==> config.mk <==
export PLATFORM = sky130hd
export DESIGN_NAME = stereo_rms_frame_meter
export DESIGN_NICKNAME = d
export VERILOG_FILES = /design/src/hdl/srfm_pkg.sv /design/src/hdl/srfm_mean_root.sv /design/src/hdl/srfm_lane.sv /design/src/hdl/stereo_rms_frame_meter.sv
export SDC_FILE = /design/constraint.sdc
export NUM_CORES = 2
export LEC_CHECK = 0
export ABC_AREA = 1
export ABC_CLOCK_PERIOD_IN_PS = 13220
export BUFFER_PORTS_ARGS = -buffer_cell sky130_fd_sc_hd__buf_2
export CAP_MARGIN = 30
export CORE_MARGIN = 10
export CORE_UTILIZATION = 35
export DETAILED_ROUTE_END_ITERATION = 10
export HOLD_SLACK_MARGIN = 0.15
export MAX_ROUTING_LAYER = met4
export SLEW_MARGIN = 0
export SYNTH_ARGS = -nofsm -noshare
export SYNTH_HDL_FRONTEND = slang
export SYNTH_HIERARCHICAL = 1
export SYNTH_SLANG_ARGS = --single-unit
==> constraint.sdc <==
create_clock -name clk -period 13.22 [get_ports clk]
set_clock_uncertainty 0.15 [all_clocks]
set_input_delay 2.644 -clock clk [delete_from_list [all_inputs] [get_ports clk]]
set_output_delay 2.644 -clock clk [all_outputs]
set_load 0.005 [all_outputs]
==> src/hdl/srfm_pkg.sv <==
`timescale 1ns / 1ps
// Package for the stereo RMS frame meter: field widths, state encodings
// and the command bundle from the frame controller to the channel lanes.
// No dependencies.
package srfm_pkg;

  localparam int RAW_W    = 32;
  localparam int SAMPLE_W = 16;
  localparam int SHIFT    = 11;
  localparam int SQ_W     = 32;
  localparam int ROOT_W   = 16;
  localparam int FLEN_W   = 11;

  typedef enum logic [2:0] {
    ST_IDLE,
    ST_SQUARE,
    ST_ACCUM,
    ST_ROOT,
    ST_DONE
  } state_t;

  typedef enum logic [1:0] {
    MR_IDLE,
    MR_DIV,
    MR_ROOT
  } mr_phase_t;

  typedef struct packed {
    logic take;
    logic square;
    logic accum;
    logic close;
  } lane_cmd_t;

endpackage

==> src/hdl/srfm_mean_root.sv <==
`timescale 1ns / 1ps
// Iterative mean and root unit: restoring divide of the square sum by the
// frame length (one quotient bit per cycle), then a digit-by-digit integer
// square root (one root bit per cycle). Depends on srfm_pkg.
module srfm_mean_root #(
  parameter int SUM_W = 41,
  parameter int CNT_W = 11
) (
  input  logic                        clk,
  input  logic                        rst_n,
  input  logic                        start,
  input  logic [SUM_W-1:0]            sum,
  input  logic [CNT_W-1:0]            count,
  output logic [srfm_pkg::ROOT_W-1:0] root,
  output logic                        done
);

  localparam int STEP_W = $clog2(SUM_W + 1);
  localparam int SR_W   = srfm_pkg::ROOT_W + 3;

  srfm_pkg::mr_phase_t phase_r, phase_nxt;
  logic [STEP_W-1:0]           step_r, step_nxt;
  logic [SUM_W-1:0]            dq_r, dq_nxt;
  logic [CNT_W-1:0]            rem_r, rem_nxt;
  logic [CNT_W-1:0]            div_r, div_nxt;
  logic [31:0]                 v_r, v_nxt;
  logic [SR_W-1:0]             srem_r, srem_nxt;
  logic [srfm_pkg::ROOT_W-1:0] root_r, root_nxt;
  logic                        done_r, done_nxt;

  logic [CNT_W:0]      rem_sh, rem_sub;
  logic                ge;
  logic [SUM_W+31:0]   q_ext;
  logic [SR_W-1:0]     s_sh, s_trial, s_sub;
  logic                s_ge;

  always_comb begin
    rem_sh  = {rem_r, dq_r[SUM_W-1]};
    ge      = rem_sh >= {1'b0, div_r};
    rem_sub = rem_sh - {1'b0, div_r};
    q_ext   = {32'd0, dq_r[SUM_W-2:0], ge};
    s_sh    = {srem_r[SR_W-3:0], v_r[31:30]};
    s_trial = {1'b0, root_r, 2'b01};
    s_ge    = s_sh >= s_trial;
    s_sub   = s_sh - s_trial;

    phase_nxt = phase_r;
    step_nxt  = step_r;
    dq_nxt    = dq_r;
    rem_nxt   = rem_r;
    div_nxt   = div_r;
    v_nxt     = v_r;
    srem_nxt  = srem_r;
    root_nxt  = root_r;
    done_nxt  = done_r;

    unique case (phase_r)
      srfm_pkg::MR_IDLE: begin
        if (start) begin
          dq_nxt    = sum;
          div_nxt   = count;
          rem_nxt   = '0;
          step_nxt  = '0;
          done_nxt  = 1'b0;
          phase_nxt = srfm_pkg::MR_DIV;
        end
      end
      srfm_pkg::MR_DIV: begin
        rem_nxt  = ge ? rem_sub[CNT_W-1:0] : rem_sh[CNT_W-1:0];
        dq_nxt   = {dq_r[SUM_W-2:0], ge};
        step_nxt = step_r + 1'b1;
        if (step_r == STEP_W'(SUM_W - 1)) begin
          v_nxt     = q_ext[31:0];
          srem_nxt  = '0;
          root_nxt  = '0;
          step_nxt  = '0;
          phase_nxt = srfm_pkg::MR_ROOT;
        end
      end
      srfm_pkg::MR_ROOT: begin
        v_nxt    = {v_r[29:0], 2'b00};
        srem_nxt = s_ge ? s_sub : s_sh;
        root_nxt = {root_r[srfm_pkg::ROOT_W-2:0], s_ge};
        step_nxt = step_r + 1'b1;
        if (step_r == STEP_W'(srfm_pkg::ROOT_W - 1)) begin
          done_nxt  = 1'b1;
          phase_nxt = srfm_pkg::MR_IDLE;
        end
      end
      default: begin
        phase_nxt = srfm_pkg::MR_IDLE;
      end
    endcase
  end

  always_ff @(posedge clk) begin
    if (!rst_n) begin
      phase_r <= srfm_pkg::MR_IDLE;
      step_r  <= '0;
      done_r  <= 1'b0;
    end else begin
      phase_r <= phase_nxt;
      step_r  <= step_nxt;
      done_r  <= done_nxt;
    end
  end

  always_ff @(posedge clk) begin
    dq_r   <= dq_nxt;
    rem_r  <= rem_nxt;
    div_r  <= div_nxt;
    v_r    <= v_nxt;
    srem_r <= srem_nxt;
    root_r <= root_nxt;
  end

  assign root = root_r;
  assign done = done_r;

endmodule

==> src/hdl/srfm_lane.sv <==
`timescale 1ns / 1ps
// One channel lane: sample conversion, squaring, square-sum accumulation
// and the per-frame mean/root unit. Depends on srfm_pkg, srfm_mean_root.
module srfm_lane #(
  parameter int SUM_W = 41,
  parameter int CNT_W = 11
) (
  input  logic                                clk,
  input  logic                                rst_n,
  input  srfm_pkg::lane_cmd_t                 cmd,
  input  logic [srfm_pkg::RAW_W-1:0]          raw,
  input  logic [CNT_W-1:0]                    count,
  output logic signed [srfm_pkg::SAMPLE_W-1:0] sample,
  output logic [srfm_pkg::ROOT_W-1:0]         rms,
  output logic                                done
);

  logic signed [srfm_pkg::SAMPLE_W-1:0] sample_r;
  logic signed [srfm_pkg::SQ_W-1:0]     prod;
  logic [srfm_pkg::SQ_W-1:0]            sq_r;
  logic [SUM_W-1:0]                     sum_r, sum_nxt, sum_add;
  logic [SUM_W+srfm_pkg::SQ_W-1:0]      sq_ext;

  assign prod    = sample_r * sample_r;
  assign sq_ext  = {{SUM_W{1'b0}}, sq_r};
  assign sum_add = sum_r + sq_ext[SUM_W-1:0];

  always_comb begin
    sum_nxt = sum_r;
    if (cmd.accum) begin
      sum_nxt = cmd.close ? '0 : sum_add;
    end
  end

  always_ff @(posedge clk) begin
    if (!rst_n) begin
      sum_r <= '0;
    end else begin
      sum_r <= sum_nxt;
    end
  end

  always_ff @(posedge clk) begin
    if (cmd.take) begin
      sample_r <= raw[srfm_pkg::SHIFT+srfm_pkg::SAMPLE_W-1:srfm_pkg::SHIFT];
    end
    if (cmd.square) begin
      sq_r <= prod;
    end
  end

  srfm_mean_root #(
    .SUM_W(SUM_W),
    .CNT_W(CNT_W)
  ) u_mean_root (
    .clk  (clk),
    .rst_n(rst_n),
    .start(cmd.accum && cmd.close),
    .sum  (sum_add),
    .count(count),
    .root (rms),
    .done (done)
  );

  assign sample = sample_r;

endmodule

==> src/hdl/stereo_rms_frame_meter.sv <==
`timescale 1ns / 1ps
// Stereo RMS frame meter, top level. Depends on srfm_pkg and srfm_lane.
// Each input transfer carries one stereo frame of two raw 32-bit I2S words;
// each word becomes a 16-bit sample (bits 26..11) and one output transfer
// follows per input. Two lanes, one per channel, square and accumulate;
// when a frame closes (tlast, or MAX_FRAMES items) each lane divides its
// square sum by the frame length and takes the floor square root, and the
// merge stage packs both levels with the length. An item that does not
// close a frame passes through accept, square, accumulate and output. A
// closing item also waits, before output, for the bit-serial divider and
// root unit in each lane; the square sum is SUM_W = 31 + clog2(MAX_FRAMES)
// bits wide. The output register holds a result while the next input
// transfer is taken.
module stereo_rms_frame_meter #(
  parameter int MAX_FRAMES = 1024
) (
  input  logic        clk,
  input  logic        rst_n,
  input  logic        in_tvalid,
  output logic        in_tready,
  input  logic [63:0] in_tdata,   // raw_left[31:0], raw_right[63:32]
  input  logic        in_tlast,   // frame_end
  output logic        out_tvalid,
  input  logic        out_tready,
  // left_sample[15:0], right_sample[31:16], rms_left[47:32],
  // rms_right[63:48], frame_length[74:64], zero[79:75]
  output logic [79:0] out_tdata,
  output logic        out_tlast   // level_valid
);

  localparam int SUM_W = 31 + $clog2(MAX_FRAMES);
  localparam int CNT_W = $clog2(MAX_FRAMES + 1);

  srfm_pkg::state_t    state_r, state_nxt;
  srfm_pkg::lane_cmd_t cmd;
  logic [CNT_W-1:0]    count_r, count_nxt;
  logic [CNT_W:0]      cnt_inc;
  logic [CNT_W+10:0]   flen_ext;
  logic                hit, last;
  logic                last_r, close_r;
  logic [srfm_pkg::FLEN_W-1:0] flen_r;
  logic                load_out;
  logic                out_valid_r;
  logic [79:0]         out_data_r;
  logic                out_last_r;

  logic signed [srfm_pkg::SAMPLE_W-1:0] smp_l, smp_r;
  logic [srfm_pkg::ROOT_W-1:0]          rms_l, rms_r;
  logic                                 done_l, done_r;

  assign cnt_inc  = {1'b0, count_r} + 1'b1;
  assign hit      = cnt_inc >= (CNT_W + 1)'(MAX_FRAMES);
  assign last     = last_r || hit;
  assign flen_ext = {11'd0, cnt_inc[CNT_W-1:0]};
  assign load_out = (state_r == srfm_pkg::ST_DONE) && (!out_valid_r || out_tready);

  always_comb begin
    state_nxt  = state_r;
    count_nxt  = count_r;
    cmd        = '0;
    in_tready  = 1'b0;

    unique case (state_r)
      srfm_pkg::ST_IDLE: begin
        in_tready = 1'b1;
        if (in_tvalid) begin
          cmd.take  = 1'b1;
          state_nxt = srfm_pkg::ST_SQUARE;
        end
      end
      srfm_pkg::ST_SQUARE: begin
        cmd.square = 1'b1;
        state_nxt  = srfm_pkg::ST_ACCUM;
      end
      srfm_pkg::ST_ACCUM: begin
        cmd.accum = 1'b1;
        cmd.close = last;
        count_nxt = last ? '0 : cnt_inc[CNT_W-1:0];
        state_nxt = last ? srfm_pkg::ST_ROOT : srfm_pkg::ST_DONE;
      end
      srfm_pkg::ST_ROOT: begin
        if (done_l && done_r) begin
          state_nxt = srfm_pkg::ST_DONE;
        end
      end
      srfm_pkg::ST_DONE: begin
        if (load_out) begin
          state_nxt = srfm_pkg::ST_IDLE;
        end
      end
      default: begin
        state_nxt = srfm_pkg::ST_IDLE;
      end
    endcase
  end

  always_ff @(posedge clk) begin
    if (!rst_n) begin
      state_r     <= srfm_pkg::ST_IDLE;
      count_r     <= '0;
      out_valid_r <= 1'b0;
    end else begin
      state_r <= state_nxt;
      count_r <= count_nxt;
      if (load_out) begin
        out_valid_r <= 1'b1;
      end else if (out_tready) begin
        out_valid_r <= 1'b0;
      end
    end
  end

  always_ff @(posedge clk) begin
    if (cmd.take) begin
      last_r <= in_tlast;
    end
    if (cmd.accum) begin
      close_r <= last;
      flen_r  <= flen_ext[srfm_pkg::FLEN_W-1:0];
    end
    if (load_out) begin
      out_last_r <= close_r;
      out_data_r <= {5'd0,
                     close_r ? flen_r : '0,
                     close_r ? rms_r : '0,
                     close_r ? rms_l : '0,
                     smp_r, smp_l};
    end
  end

  srfm_lane #(
    .SUM_W(SUM_W),
    .CNT_W(CNT_W)
  ) u_lane_l (
    .clk   (clk),
    .rst_n (rst_n),
    .cmd   (cmd),
    .raw   (in_tdata[31:0]),
    .count (cnt_inc[CNT_W-1:0]),
    .sample(smp_l),
    .rms   (rms_l),
    .done  (done_l)
  );

  srfm_lane #(
    .SUM_W(SUM_W),
    .CNT_W(CNT_W)
  ) u_lane_r (
    .clk   (clk),
    .rst_n (rst_n),
    .cmd   (cmd),
    .raw   (in_tdata[63:32]),
    .count (cnt_inc[CNT_W-1:0]),
    .sample(smp_r),
    .rms   (rms_r),
    .done  (done_r)
  );

  assign out_tvalid = out_valid_r;
  assign out_tdata  = out_data_r;
  assign out_tlast  = out_last_r;

endmodule

==> results.toml <==
[floorplan]
die_width_um = 398
core_um2 = 142000
num_rows = 138
die-area_um2 = 158000
initial_core_util_pct = 35.3
die_h_um = 398
io_pins = 152

[logic_synthesis]
synth.yosys.seq_area_share_pct = 31.0
yosys_warnings = 6
synth_cell_types = 62
ys_async_sr_fraction_pct = 0
synth_cells = 6110
synth_flop_cell = "edfxtp_1"
syn_avg_cell_area_um2 = 8.17
syn-cell-area_um2 = 49900
synth_edf_count = 439
synth-seq-cells = 554

[hold_path]
hold_path.class = "reg2reg"
hold_depth = 2

[sta]
hold_violations = 0
maxSlewViolCount = 0
rsz0062_at_grt = "no"
period_minus_slack_ps = 6990
setup_viol = 0
relSlewSlack_pct = 34.6
max_freq_mhz = 143
whs_ps = 318
tns_ps = 0
timing.final.crit_share_pct = 52.9
tightest_slew_ps = 981

[global_routing]
antenna_found_initial = 1
grt_pass1_wl_um = 194000
grt_pass1_vias = 38049
grt_max_degree = 98
grt-ovfl-total = 0
grtUsageTotal_pct = 15.2

[final_layout]
layout.nets = 7029
drive_above_1_share_pct = 7.18
n_fill_cell = 14560
area_delta_synth_final_pct = 9.62
finish.utilization_pct = 38.7
regArea_um2 = 15500
multi_input_area_um2 = 28400
postLayoutCellArea_um2 = 54700

[clock_network]
clock_latency_ps = 670
htreeDepth = 3
clock_path_buffers = 3
root_buffer = "clkbuf_16"
path_clk_slew_ps = 50
tritoncts = "built"
postCtsSetupRepairBufs = 0
cts.repair.resized = 0
cts.sinks = 554
cts_inserted_buffers = 68
hold_buffers = 0

[critical_path]
worstReg2RegEnd = "u_lane_r/sq_r[31]$_DFFE_PP_"
r2r.worst_path.cells = 19
startpoint_type = "register"
path_max_fanout = 27
critPathCapture = "u_lane_r/sq_r[31]$_DFFE_PP_"
startpoint = "u_lane_r/sample[15]$_DFFE_PP_"
crit_chain = "clkinv_1 -> or2_2 -> fa_1 -> inv_1 -> fa_1 -> fa_1 -> fa_1 -> fa_1 -> inv_1 -> fa_1 -> inv_1 -> ha_1 -> nand2_1 -> nor2_1 -> nor2b_1 -> nand4_1 -> nand3_1 -> a21oi_1 -> xor2_1"
endpoint_kind = "register"
rr_startpoint = "u_lane_r/sample[15]$_DFFE_PP_"
crit_slowest_cell = "edfxtp_1"
slowest_delay_ps = 990
rrSetupSlack_ps = 6230
critical_path_class = "reg2reg"
cp.required_ps = 13470
cp.buffers_inverters = 4
cp.arrival_ps = 7240
critical-path-top-delay-family = "adder cells"
cp_num_cells = 19
crit_path_frequent_cell = "fa_1"

[routing]
drt_iter0_drc = 2163
ant_nets = 0
drt-vias-per-instance = 4.58
routed_wl_um = 116000
drt_pass1_iterations = 7
wl_per_cell_um = 14.3
drcViolationCount = 0
vias = 37181

[placed_design]
place_congestion = 0.923
dp_hpwl_um = 90500
io_buffers = 114
place_area_um2 = 52500

[outcome]
status = "complete, no violations"

[run]
maxCapViolCount = 0
## metrics by stage
step / cells / worst slack [ps]
3_5_place_dp: 7994 / 6240
4_1_cts: 8118 / 6260
5_1_grt: 8119 / 5800
3_3_place_gp: 7993 / 6310
2_1_floorplan: 6114 / 2500
6_report: 8119 / 6230
## worst min-delay path by stage
stage / startpoint / end
after global placement: u_lane_l/sum_r[16]$_SDFFE_PN0P_ / u_lane_l/sum_r[16]$_SDFFE_PN0P_
after floorplan: u_lane_l/sample[10]$_DFFE_PP_ / out_tdata[10]$_DFFE_PP_
after detailed placement: u_lane_r/sum_r[10]$_SDFFE_PN0P_ / u_lane_r/sum_r[10]$_SDFFE_PN0P_
after CTS: u_lane_r/sum_r[21]$_SDFFE_PN0P_ / u_lane_r/sum_r[21]$_SDFFE_PN0P_
after global routing: u_lane_r/sum_r[20]$_SDFFE_PN0P_ / u_lane_r/sum_r[20]$_SDFFE_PN0P_
final: u_lane_r/sum_r[21]$_SDFFE_PN0P_ / u_lane_r/sum_r[21]$_SDFFE_PN0P_
## worst reg2reg max path, delay by kind of cell, from the launching register on
| kind | cells | cell delay (ps) |
|---|---|---|
| AO/OA/AOI/OAI | 1 | 120 |
| flip-flops | 1 | 990 |
| AND/OR/NAND/NOR | 6 | 1250 |
| buffers and inverters | 4 | 790 |
| XOR/XNOR | 1 | 170 |
| adder cells (fa/ha/maj) | 7 | 3260 |
## metal layers
metal  up-vias  share of wire, %  GRT usage [%]
met2       672                44           23.7
met1     17601                49           20.9
li1      18755                 -              -
met5         -                 0              -
met4         0               2.1           3.48
met3       153               4.2           2.02
## cell usage in the layout, fill, tap and decap left out, types with 11 or more instances in the layout
cell	count
clkbuf_1	18
o21ai_0	181
dfxtp_1	115
o21ai_1	11
a21oi_2	17
clkinv_1	11
nor2_1	290
nand4_1	51
buf_2	114
nand3b_1	43
xor2_1	102
a21oi_1	258
nand3_2	15
clkbuf_16	71
o21bai_1	14
nand2_2	45
xnor2_1	39
inv_2	12
and2_1	49
buf_4	27
ha_1	307
edfxtp_1	439
nor3_2	13
a21o_1	16
fa_1	477
inv_1	1440
nand3_1	220
nor2_2	44
nand2_1	1627
nor3_1	29
## cells in the mapped netlist (all sizes together) (5+ instances only)
cell type  count  area share (%)
a21boi         5           0.075
fa           477              19
ha           309             7.7
o211ai         5           0.075
inv         1453              11
o21ai        196             2.0
a31oi          6           0.075
or2           17            0.21
clkinv        10           0.075
nand2       1679              13
nor3          43            0.58
a21o          16            0.24
nand3b        43            0.65
edfxtp       439              26
buf           28            0.40
and2          51            0.65
nand4         53            0.69
dfxtp        115             4.6
o21bai        16            0.26
a21oi        275             2.9
xnor2         39            0.68
nor2         342             2.9
clkbuf       124            0.93
xor2         108             2.0
a31o           5           0.088
nand3        236             2.5
## registers in the layout (all words and copies together) (netlist names), 16 cells and up
signal and count:
u_lane_r/u_mean_root/dq_r 41, u_lane_r/u_mean_root/v_r 32, u_lane_l/u_mean_root/dq_r 41, u_lane_l/sum_r 41
u_lane_l/sq_r 31, u_lane_l/u_mean_root/root 16, u_lane_l/u_mean_root/v_r 32, u_lane_l/sample 16
out_tdata 75, u_lane_r/u_mean_root/root 16, u_lane_r/sample 16, u_lane_r/sq_r 31
u_lane_r/sum_r 41, u_lane_r/u_mean_root/srem_r 17, u_lane_l/u_mean_root/srem_r 17
## cells by family (layout without fill, tap and decap cells)
logic type	Yosys count	after routing	share of synthesized area, %
other	1	6	0.00751
and+or+nand+nor	2474	2474	21.3
xor gates and xnor gates	147	147	2.67
AOI/OAI and AO/OA	533	533	5.83
adders and majority gates	786	786	26.9
DFF	554	554	31.0
buffers and inverters	1615	1729	12.3
## area by class of cell
class | instances | share of cell area (%)
diodes | 1 | 0.00457
clock buffers | 97 | 3.57
clock inverters | 27 | 0.498
inverters | 1463 | 10.0
multi-input cells | 3945 | 51.8
flip-flops and latches | 554 | 28.3
well taps | 1890 | 4.32
repair buffers | 142 | 1.46
Power is left out: the tool's default activity adds up to more than one toggle a clock period on the data nets, which glitch-free logic cannot reach.
